==> src/rtl/lnh_pkg.sv <==
// lnh_pkg: shared constants, codes, state type and control/status structs
// for the letter n-gram histogram. No dependencies.
package lnh_pkg;

	localparam int ALPHABET_SIZE = 32;
	localparam int COUNTER_WIDTH = 32;

	localparam int BYTE_W    = 8;
	localparam int LETTER_W  = 5;
	localparam int VALUE_W   = 32;
	localparam int ACTION_W  = 2;
	localparam int ORDER_W   = 2;
	localparam int REG_IDX_W = 2;
	localparam int CFG_W     = 8;

	localparam int UNI_AW    = LETTER_W;
	localparam int BI_AW     = 2 * LETTER_W;
	localparam int TRI_AW    = 3 * LETTER_W;
	localparam int UNI_DEPTH = 1 << UNI_AW;
	localparam int BI_DEPTH  = 1 << BI_AW;
	localparam int TRI_DEPTH = 1 << TRI_AW;

	localparam logic [BYTE_W-1:0]   LOWER_FIRST_RST = 8'd224;
	localparam logic [BYTE_W-1:0]   UPPER_FIRST_RST = 8'd192;
	localparam logic [BYTE_W-1:0]   EXTRA_CODE_RST  = 8'd184;
	localparam logic [LETTER_W-1:0] EXTRA_INDEX_RST = 5'd6;

	typedef logic [COUNTER_WIDTH-1:0] count_t;

	typedef enum logic [ACTION_W-1:0] {
		ACT_COUNT = 2'd0,
		ACT_READ  = 2'd1,
		ACT_CLEAR = 2'd2,
		ACT_NONE  = 2'd3
	} action_t;

	typedef enum logic [ORDER_W-1:0] {
		ORD_NONE = 2'd0,
		ORD_UNI  = 2'd1,
		ORD_BI   = 2'd2,
		ORD_TRI  = 2'd3
	} order_t;

	typedef enum logic [REG_IDX_W-1:0] {
		REG_LOWER_FIRST = 2'd0,
		REG_UPPER_FIRST = 2'd1,
		REG_EXTRA_CODE  = 2'd2,
		REG_EXTRA_INDEX = 2'd3
	} reg_idx_t;

	typedef enum logic [2:0] {
		ST_INIT,
		ST_IDLE,
		ST_EXEC,
		ST_CLEAR,
		ST_HOLD
	} state_t;

	// controller -> datapath
	typedef struct packed {
		logic accept;      // latch input word, launch RAM reads
		logic exec;        // read-modify-write cycle
		logic sweep;       // write zero at sweep address, advance
		logic sweep_done;  // clear total and history
		logic out_live;    // load output regs from live result
		logic stage_load;  // park live result in staging regs
		logic out_stage;   // load output regs from staging regs
	} dp_cmd_t;

	// datapath -> controller
	typedef struct packed {
		logic in_clear;    // word at the input is a clear action
		logic sweep_last;  // sweep address at last entry
	} dp_stat_t;

endpackage

==> src/rtl/lnh_ctrl.sv <==
// lnh_ctrl: sequencer for the letter n-gram histogram; owns the handshakes.
// Depends on lnh_pkg.
module lnh_ctrl (
	input  logic               clk,
	input  logic               arst_n,
	input  logic               in_valid,
	output logic               in_stall,
	output logic               out_valid,
	input  logic               out_stall,
	input  lnh_pkg::dp_stat_t  stat,
	output lnh_pkg::dp_cmd_t   cmd
);

	lnh_pkg::state_t state_q, state_d;
	logic out_valid_q;
	logic out_free;

	assign out_free  = !out_valid_q || !out_stall;
	assign out_valid = out_valid_q;

	always_comb begin
		state_d = state_q;
		case (state_q)
			lnh_pkg::ST_INIT: begin
				if (stat.sweep_last) state_d = lnh_pkg::ST_IDLE;
			end
			lnh_pkg::ST_IDLE: begin
				if (in_valid) state_d = stat.in_clear ? lnh_pkg::ST_CLEAR : lnh_pkg::ST_EXEC;
			end
			lnh_pkg::ST_EXEC: begin
				state_d = out_free ? lnh_pkg::ST_IDLE : lnh_pkg::ST_HOLD;
			end
			lnh_pkg::ST_CLEAR: begin
				if (stat.sweep_last) state_d = out_free ? lnh_pkg::ST_IDLE : lnh_pkg::ST_HOLD;
			end
			lnh_pkg::ST_HOLD: begin
				if (out_free) state_d = lnh_pkg::ST_IDLE;
			end
			default: state_d = lnh_pkg::ST_INIT;
		endcase
	end

	always_comb begin
		logic deliver;
		deliver        = (state_q == lnh_pkg::ST_EXEC) ||
		                 (state_q == lnh_pkg::ST_CLEAR && stat.sweep_last);
		in_stall       = (state_q != lnh_pkg::ST_IDLE);
		cmd.accept     = (state_q == lnh_pkg::ST_IDLE) && in_valid;
		cmd.exec       = (state_q == lnh_pkg::ST_EXEC);
		cmd.sweep      = (state_q == lnh_pkg::ST_INIT) || (state_q == lnh_pkg::ST_CLEAR);
		cmd.sweep_done = (state_q == lnh_pkg::ST_CLEAR) && stat.sweep_last;
		cmd.out_live   = deliver && out_free;
		cmd.stage_load = deliver && !out_free;
		cmd.out_stage  = (state_q == lnh_pkg::ST_HOLD) && out_free;
	end

	always_ff @(posedge clk or negedge arst_n) begin
		if (!arst_n) begin
			state_q     <= lnh_pkg::ST_INIT;
			out_valid_q <= 1'b0;
		end else begin
			state_q <= state_d;
			if (cmd.out_live || cmd.out_stage) begin
				out_valid_q <= 1'b1;
			end else if (!out_stall) begin
				out_valid_q <= 1'b0;
			end
		end
	end

endmodule

==> config.mk <==
export PLATFORM = sky130hd
export DESIGN_NAME = lnh_ctrl
export DESIGN_NICKNAME = d
export VERILOG_FILES = /design/src/rtl/lnh_pkg.sv /design/src/rtl/lnh_ctrl.sv
export SDC_FILE = /design/constraint.sdc
export NUM_CORES = 1
export LEC_CHECK = 0
export BUFFER_PORTS_ARGS = -buffer_cell sky130_fd_sc_hd__clkbuf_2
export CAP_MARGIN = 10
export CORE_AREA = 2 2 39 41
export DETAILED_ROUTE_END_ITERATION = 8
export DIE_AREA = 0 0 41 43
export SYNTH_ARGS = -nofsm -noshare
export SYNTH_HDL_FRONTEND = slang
export SYNTH_SLANG_ARGS = --single-unit
==> constraint.sdc <==
create_clock -name clk -period 1.98 [get_ports clk]
set_input_delay 0.099 -clock clk [delete_from_list [all_inputs] [get_ports clk]]
set_output_delay 0.099 -clock clk [all_outputs]
set_load 0.03 [all_outputs]
Yosys cells after proc, flatten, opt, wreduce, memory -nomap -nowiden
Cells that the tools add are included.
Operators by class
  equality and inequality tests: 10
  multiplexer cells: 9
  reduce and logical (&&, ||, !) cells: 14
Operator list (count)
  $mux W3: 5
  $pmux W3 S5: 1
  $ne A2 B2 Y1 const B: 4
  $eq A3 B2 Y1 const B: 2
  $logic_and A1 B1 Y1: 5
  $logic_or A1 B1 Y1: 4
  $reduce_and A4 Y1: 1
  $eq A3 B1 Y1 const B: 1
  $eq A3 B3 Y1 const B: 1
  $logic_not A1 Y1: 3
  $logic_not A3 Y1: 1
  $mux W1: 3
  $ne A3 B1 Y1 const B: 1
  $ne A2 B1 Y1 const B: 1
Word-level totals
  bits in registers: 4
  input bits: 6
  output and inout bits: 9

Depth between registers and ports, before layout
Gate-level depths: netlist of run 1.
  depth after elaboration: 6
  depth in mapped cells: 4

Worst setup path before layout of run 1
OpenSTA, ideal clock, no wires.
  path kind: register to output
  start: register state_q[1]
  end: output cmd[6] (netlist bit)
  arrival: 1.492 ns
  slack: 0.389 ns
  cell stages (with the launch flop): 4
  path buffers: 1
  path through: dfrtp_1 -> buf_4 -> or3b_1 -> nor2_1
RTL lines
  start, declared: line lnh_ctrl.sv:14  | lnh_pkg::state_t state_q, state_d;
  start signal, assigned: line lnh_ctrl.sv:59  | state_q <= lnh_pkg::ST_INIT;
  start signal, assigned: line lnh_ctrl.sv:62  | state_q <= state_d;
  end, declared: line lnh_ctrl.sv:11  | output lnh_pkg::dp_cmd_t cmd

==> run metrics, run 1 <==
worst vdd ir=0.0004038 V; GPL Wtd Cong=approximately 0.77; Distinct cells, synth=19; Fin. Hold Viols=0; commonest non-fill, non-tap cell in the layout=clkbuf_2; port bufs=14; Detailed Place HPWL=around 500 microns; die height=between 40 and 50 microns; setup tns final=0 ps; Routed Antenna Nets=0; 1st-pass router iterations=4; CTS buffer count=3; CTS tree=built; Worst Path Required=1880 ps; post-synthesis async set-or-reset flop share=between 90% and 100%; syn nets=38; internal reg-to-reg setup slack=about 800 ps; type of origin of the critical path=register; M1 WL=around 270 microns; Final Cycle Share=~77%; PD cells=1657 nW/um^2; Setup violations, final=0; RSZ-0062 raised after global routing=no; # nets final=between 50 and 60; # fillers=~150; # DRC=0; Ant. Diodes=0; r2r endpoint=state_q[0]; Clock Tree Root=clkbuf_4; Clk Latency, worst-skew pair=240 ps; DR vias/cell=roughly 4.4; worst reg2reg path depth=3; hold depth=3; total congestion overflow=0; DIE WIDTH=41 microns; number of global-route vias before repair=between 200 and 300; largest net degree at the start of global routing=10; Longest Clk Path Bufs=2; worst path arrival time=~1400 ps; crit-path leading delay family=simple AND/OR/NAND/NOR gates; routed len/inst=9.531 microns; crit path kind=reg2out; number of enable-type register cells in the synthesized netlist=0; Worst Hold Endpoint=out_valid; CTS Sinks=4; Total Wirelength=between 600 and 700 microns; Initial Util=about a fifth; #FFs+latches synth=4; crit end category=output port; most frequent cells in the layout=clkbuf_2, nor2_1, dfrtp_1; Avg Cell Area, Syn=between 8 and 9 sq um; Max-Cap Viols=0; top routing layer used=met4; share of the yosys chip area belonging to registers=a little over a third; Die Area=approximately 1800 sq um; worst r2r src=state_q[0]; IO Pins=15; ys flop type=dfrtp_1; Initial DRC Count=3; Vias=284; first-pass GRT wire length=between 1 and 1.5 mm; Final Skew=around 4.2 ps; largest fanout on the critical path=9; synthesized cell area=280.3 sq um; max incr delay on CP=470 ps; Total GRT Usage=approximately 8.7%; initial antenna violation count=0; Max Fclk=654.4 MHz; crit path cell chain=or3b_1 > nor2_1 > clkbuf_2; status=finished clean; Leakage=between 0.0002 and 0.00025 uW; met2 wire len=around 280 microns; met3 wire len=49 microns; Bufs and invs on worst path=1; area growth from synthesis to layout=38.39%; max-slew violations=0; H-Tree Depth=1; final core utilization=roughly 28%; PnR worst setup slack=between 400 and 500 ps; slowest stage cell, crit path=dfrtp_1; Core ar.=roughly 1400 sq um; clock-pin slew on the worst setup and hold paths=about 40 ps; Hold Startpoint=out_stall; Slew @ Worst Pin=304.6 ps; Core Rows=14; cells after synthesis=32; relative slew slack=79.69%; yosys warns=0; Place WS=between 600 and 700 ps; layout cell share with drive strength beyond 1=a little under 40%; min cycle time layout=approximately 1500 ps; min-delay worst type=in2reg
## logic make-up (layout without fill, tap and decap cells)
| kind of cell | after synthesis | after routing | synth area share, % |
|---|---|---|---|
| AND/OR/NAND/NOR | 20 | 20 | 43.75 |
| buffers and inverters | 3 | 19 | 6.694 |
| AO/OA/AOI/OAI | 3 | 3 | 7.143 |
| multiplexers | 1 | 1 | 3.572 |
| flip-flops | 4 | 4 | 35.72 |
| XOR/XNOR | 1 | 1 | 3.126 |
## worst max path at each step
| stage | from | endpoint | slack [ps] | cells past startpoint |
|---|---|---|---|---|
| 2_1_floorplan | state_q[1] | cmd[6] | 390 | 3 |
| 3_3_place_gp | state_q[1] | cmd[6] | 710 | 3 |
| 3_5_place_dp | state_q[1] | cmd[6] | 690 | 3 |
| 4_1_cts | state_q[1] | cmd[6] | 440 | 3 |
| 5_1_grt | state_q[1] | cmd[6] | 380 | 3 |
| 6_report | state_q[1] | cmd[6] | 450 | 3 |
## metal layers
layer	GRT usage, %	vias up
met3	0	2
li1	-	143
met4	10.00	0
met2	11.25	12
met5	0	-
met1	11.40	127
## what timing repair did
item / in CTS / in global routing
setup buffers: 0 / 0
hold endpoints to repair: 4 / 0
gates resized for setup: 0 / 0
setup endpoints to repair: 0 / 0
hold buffers: 1 / 0
## final cells by class
class | count | area, sq um | share of cell area (%)
Multi-Input combinational cell | 25 | 161.4 | 41.61
Timing Repair Buffer | 15 | 80.08 | 20.65
Sequential cell | 4 | 100.1 | 25.81
Inverter | 1 | 3.754 | 0.9677
Tap cell | 16 | 20.02 | 5.161
Clock buffer | 3 | 22.52 | 5.806
## through the flow
step | std cells | total power, uW | hold slack (ps) | cell area, sq um
finish | 64 | 642.8 | 159.4 | 387.9
global route | 64 | 689.8 | 205.6 | 387.9
CTS | 64 | 652.9 | 152.1 | 387.9
detailed placement | 60 | 544.1 | -88.41 | 355.3
global placement | 60 | 542.1 | -91.55 | 355.3
floorplan | 32 | 468.1 | -196.6 | 280.3
## synthesized netlist by cell type, drive strengths merged, types with 2 or more instances
| library cell | count | share of area, % |
|---|---|---|
| nand2b | 3 | 7.6 |
| and3b | 2 | 6.3 |
| buf | 2 | 5.4 |
| nor2 | 6 | 8.0 |
| dfrtp | 4 | 36 |
| nand2 | 3 | 4.0 |
## where the power goes
group	internal, uW	switching [uW]
combinational	131	239
clock	67.8	33.3
sequential	113	58.2
## tightest hold or removal path: stages
cell      delay, ps
clkbuf_2        100
nand2_1          90
nand2_1          70
## state kept, by name, indices dropped and copies added, names as in the netlist
register	cells
out_valid	1
state_q	3
(Power assumes the default switching activity.)
==> run 2, diff against run 1 <==
- clock period: 1.98 -> 1.4 ns (I/O delays scaled with it)
==> run 2 against run 1 <==
Against the previous run: sequential power increased by 37%; clock-buffer cell count unchanged; non-clock buffer count increased by 4; design area increased by 16%; die area unchanged; cell count increased by 6.3%.
==> run metrics, run 2 (synthesis gave the netlist of run 1 again) <==
Longest Clk Path Bufs=2 (unchanged); Power Total=1024 uW (was 642.8 uW); GPL Wtd Cong=0.7524 (was 0.7726); Final Cycle Share=a little over nine tenths; DP Area=370.4 sq um (was 355.3 sq um); CTS Sinks=4 (unchanged); Biggest register=state_q (unchanged); RSZ-0062 raised after global routing=yes (was no); IO Pins=15 (unchanged); port bufs=14 (unchanged); min-delay worst type=in2reg (unchanged); crit end category=output port (unchanged); PnR worst setup slack=19.78 ps (was 451.9 ps); PD cells=2279 nW/um^2 (was 1657 nW/um^2); 1st-pass router iterations=3 (was 4); first-pass GRT wire length=1.138 mm (was 1.007 mm); Detailed Place HPWL=523.1 microns (was 501.6 microns); Total GRT Usage=10.27% (was 8.669%); most frequent cells in the layout=clkbuf_2, buf_4, nor2_1 (was clkbuf_2, nor2_1, dfrtp_1); layout cell share with drive strength beyond 1=55.77% (was 39.58%); H-Tree Depth=1 (unchanged); Setup violations, final=0 (unchanged); worst vdd ir=0.0008048 V (was 0.0004038 V); die height=43 microns (unchanged); Core ar.=1384 sq um (unchanged); Final Skew=0.04212 ps (was 4.193 ps); internal reg-to-reg setup slack=210 ps (was 800 ps); Clk Latency, worst-skew pair=230 ps (was 240 ps); worst reg2reg path depth=4 (was 3); worst path arrival time=1310 ps (was 1430 ps); DR vias/cell=4.235 (was 4.438); Leakage=0.0002341 uW (was 0.0002109 uW); max FFs per register=3 (unchanged); area growth from synthesis to layout=60.27% (was 38.39%); max-slew violations=0 (unchanged); Fin. Hold Viols=0 (unchanged); # DRC=0 (unchanged); Place WS=164.4 ps (was 694.2 ps); routed len/inst=9.765 microns (was 9.531 microns); Initial DRC Count=11 (was 3); min cycle time layout=approximately 1400 ps; Max Fclk=724.5 MHz; Max-Cap Viols=0 (unchanged); slowest stage cell, crit path=dfrtp_2 (was dfrtp_1); Die Area=1763 sq um (unchanged); largest net degree at the start of global routing=10 (unchanged); Clock Tree Root=clkbuf_4 (unchanged); Worst Path Required=1330 ps (was 1880 ps); max incr delay on CP=430 ps (was 470 ps); CTS buffer count=3 (unchanged); final hold slack=139.3 ps (was 159.4 ps); hold depth=3 (unchanged); Slew @ Worst Pin=222.4 ps (was 304.6 ps); clock-pin slew on the worst setup and hold paths=30 ps (was 40 ps); Vias=288 (was 284); DIE WIDTH=41 microns (unchanged); Core Rows=14 (unchanged); Total Wirelength=664 microns (was 610 microns); Routed Antenna Nets=0 (unchanged); initial antenna violation count=0 (unchanged); CTS tree=built (unchanged); # nets final=60 (was 56); commonest non-fill, non-tap cell in the layout=clkbuf_2 (unchanged); Initial Util=20.25% (unchanged); total congestion overflow=0 (unchanged); status=finished clean (unchanged); crit path cell chain=or3b_4 > nor2_4 > buf_8 (was or3b_1 > nor2_1 > clkbuf_2); crit path kind=reg2out (unchanged); relative slew slack=85.04% (was 79.69%); number of global-route vias before repair=285 (was 259); Ant. Diodes=0 (unchanged); largest fanout on the critical path=6 (was 9); type of origin of the critical path=register (unchanged); Final Instance Area=449.2 sq um (was 387.9 sq um)
==> run 2: cell types whose count changed in the layout (fill, tap and decap cells not counted), sizes merged <==
cell and change:
buf +8, clkbuf -4
==> run 2: per-layer routing <==
metal	wire length, microns	track usage [%]	part of all wire, %
met3	31	3.141	4.7
met1	297	11.69	45
met4	24	12.00	3.6
met5	0	0	0
met2	311	13.13	47
==> run 2: repair_timing <==
action,in CTS,in global routing
hold buffers,1,0
setup endpoints to repair,2,4
buffers inserted,1,2
pin swaps,0,1
resized for setup,6,9
endpoints found under the hold margin,4,0
==> run 2: through the flow <==
| step | util (%) | cells | TNS [ps] |
|---|---|---|---|
| 3_3_place_gp | 26.76 | 61 | 0 |
| 3_5_place_dp | 26.76 | 61 | 0 |
| 6_report | 32.46 | 68 | 0 |
| 2_1_floorplan | - | 32 | 0 |
| 5_1_grt | 32.46 | 68 | -52.51 |
| 4_1_cts | 30.74 | 66 | 0 |
==> run 2: worst max-delay path, delay by kind of cell, from the launching register on <==
kind | cells | cell delay (ps)
and+or+nand+nor | 2 | 520
buffers and inverters | 1 | 130
DFF | 1 | 430
==> run 2: area by class of cell <==
type	count	area (sq um)
sequential	4	103.9
tap	16	20.02
fill	155	934.6
clock buffer	3	22.52
timing repair buffer	19	125.1
inverter	1	3.754
multi-input combinational	25	173.9
==> run 2: where the power goes <==
group / switching (uW) / internal [uW]
Combinational: 379 / 273
Sequential: 67.4 / 167
Clock: 42.1 / 95.5
Total: 488 / 536
==> run 2: path summary, 6_finish.rpt <==
check | start | end
max reg2reg | state_q[2] | state_q[0]
min in group asynchronous | arst_n | out_valid
min reg2reg | out_valid | out_valid
max | state_q[2] | cmd[6]
max in group asynchronous | arst_n | state_q[1]
min | out_stall | out_valid
==> run 3, diff against run 2 <==
==> constraint.sdc (replaced) <==
create_clock -name clk -period 1.5 [get_ports clk]
set_input_delay 0.075 -clock clk [delete_from_list [all_inputs] [get_ports clk]]
set_output_delay 0.075 -clock clk [all_outputs]
set_load 0.05 [all_outputs]
==> run 3 against run 2 <==
Against the previous run: first-iteration DRC count down 64%; global-route usage up 1.0 points; combinational power grew 12%; hold slack gained 31 ps; sequential share of layout area is 0.18 points higher; non-clock buffer count down 2; power rose by 7.7%; register-to-register slack better by 100 ps.
==> run metrics, run 3 (synthesis gave the netlist of run 1 again) <==
Setup Fix Bufs, Post-CTS=0 (was 1); worst vdd ir=0.0008503 V (was 0.0008048 V); Power Total=1102 uW (was 1024 uW); port bufs=14 (unchanged); min-delay worst type=in2async (was in2reg); crit path cell chain=nand2b_2 > nor3b_4 > clkbuf_4 (was or3b_4 > nor2_4 > buf_8); # DRC=0 (unchanged); max incr delay on CP=450 ps (was 430 ps); relative slew slack=81.59% (was 85.04%); routed len/inst=10.93 microns (was 9.765 microns); area growth from synthesis to layout=57.14% (was 60.27%); layout cell share with drive strength beyond 1=50.98% (was 55.77%); max FFs per register=3 (unchanged); total congestion overflow=0 (unchanged); RSZ-0062 raised after global routing=no (was yes); Worst setup startpoint=state_q[0] (was state_q[2]); Finished Layout Cells=67 (was 68); Die Area=1763 sq um (unchanged); IO Pins=15 (unchanged); met1 Usage GRT=12.99% (was 11.69%); Final Cycle Share=95.35%; type of origin of the critical path=register (unchanged); PnR worst setup slack=69.80 ps (was 19.78 ps); DIE WIDTH=41 microns (unchanged); initial antenna violation count=0 (unchanged); Place WS=188.4 ps (was 164.4 ps); met2 GRT Util=13.13% (unchanged); min cycle time layout=~1400 ps; final hold slack=170.7 ps (was 139.3 ps); CTS Sinks=4 (unchanged); Routed Antenna Nets=0 (unchanged); largest net degree at the start of global routing=10 (unchanged); Max-Cap Viols=0 (unchanged); slowest stage cell, crit path=dfrtp_2 (unchanged); die height=43 microns (unchanged); worst r2r src=out_valid (was state_q[2]); internal reg-to-reg setup slack=310 ps (was 210 ps); commonest non-fill, non-tap cell in the layout=clkbuf_2 (unchanged); r2r endpoint=state_q[0] (unchanged); most frequent cells in the layout=clkbuf_2, clkbuf_4, nor2_1 (was clkbuf_2, buf_4, nor2_1); Max Fclk=between 600 and 700 MHz; number of global-route vias before repair=274 (was 285); Slew @ Worst Pin=277.3 ps (was 222.4 ps); worst reg2reg path depth=3 (was 4); Core ar.=1384 sq um (unchanged); CTS tree=built (unchanged); clock-pin slew on the worst setup and hold paths=50 ps (was 30 ps); DR vias/cell=4.418 (was 4.235); worst path arrival time=1360 ps (was 1310 ps); Total GRT Usage=11.28% (was 10.27%); Clk Latency, worst-skew pair=250 ps (was 230 ps); Ant. Diodes=0 (unchanged); first-pass GRT wire length=1.200 mm (was 1.138 mm); Initial Util=20.25% (unchanged); Final Skew=7.554 ps (was 0.04212 ps); Worst Path Required=1420 ps (was 1330 ps); Fin. Hold Viols=0 (unchanged); final core utilization=31.83% (was 32.46%); crit path kind=reg2out (unchanged); placed cell count=62 (was 61); Longest Clk Path Bufs=2 (unchanged); H-Tree Depth=1 (unchanged); crit end category=output port (unchanged); GPL Wtd Cong=0.7627 (was 0.7524); CTS buffer count=3 (unchanged); GR Util met3=4.712% (was 3.141%); PD cells=2503 nW/um^2 (was 2279 nW/um^2); grt peak-use layer=met4 (was met2); Biggest register=state_q (unchanged); Setup violations, final=0 (unchanged); # nets final=58 (was 60); largest fanout on the critical path=9 (was 6); Vias=296 (was 288); Core Rows=14 (unchanged); Worst Setup EP=cmd[0] (was cmd[6]); Leakage=0.0002249 uW (was 0.0002341 uW); Initial DRC Count=4 (was 11); Total Wirelength=732 microns (was 664 microns); status=finished clean (unchanged); Clock Tree Root=clkbuf_4 (unchanged); 1st-pass router iterations=2 (was 3); max-slew violations=0 (unchanged)
[run 3: worst min path at each step]
stage                start          to  depth (start not counted)
detailed placement  arst_n  state_q[0]                          1
global placement    arst_n  state_q[0]                          1
floorplan           arst_n   out_valid                          0
global route        arst_n   out_valid                          2
finish              arst_n  state_q[2]                          2
CTS                 arst_n  state_q[2]                          2
[run 3: cell type report]
class / instances / area (sq um)
Fill cell: 148 / 943.4
Multi-Input combinational cell: 25 / 181.4
Timing Repair Buffer: 17 / 106.4
Sequential cell: 4 / 102.6
Clock buffer: 4 / 26.28
Tap cell: 16 / 20.02
Inverter: 1 / 3.754
[run 3: power breakdown]
group / internal [uW] / switching, uW
logic: 218 / 509
clock network: 101 / 57.6
registers: 155 / 61.4
[run 3: layer usage]
metal  vias to the layer above  share of wire, %
li1                        150                 -
met1                       133                45
met2                        11                45
met3                         2               7.2
met4                         0               2.6
met5                         -                 0
[run 3: what timing repair did]
item                                    in CTS  in global routing
hold buffers                                 1                  0
cloned                                       0                  0
endpoints found under the setup margin       2                  4
resized for setup                            2                  7
hold endpoints to repair                     4                  0
[run 3: critical path, delay by kind of cell (launching register included)]
kind	cells	cell delay (ps)
simple gates	2	410
flops	1	450
buf+inv	1	260
[run 3: metrics by stage]
stage,TNS (ps),instance area [sq um]
detailed placement,0,391.6
floorplan,-68.63,301.5
global route,0,440.4
global placement,0,391.6
finish,0,440.4
CTS,0,431.7
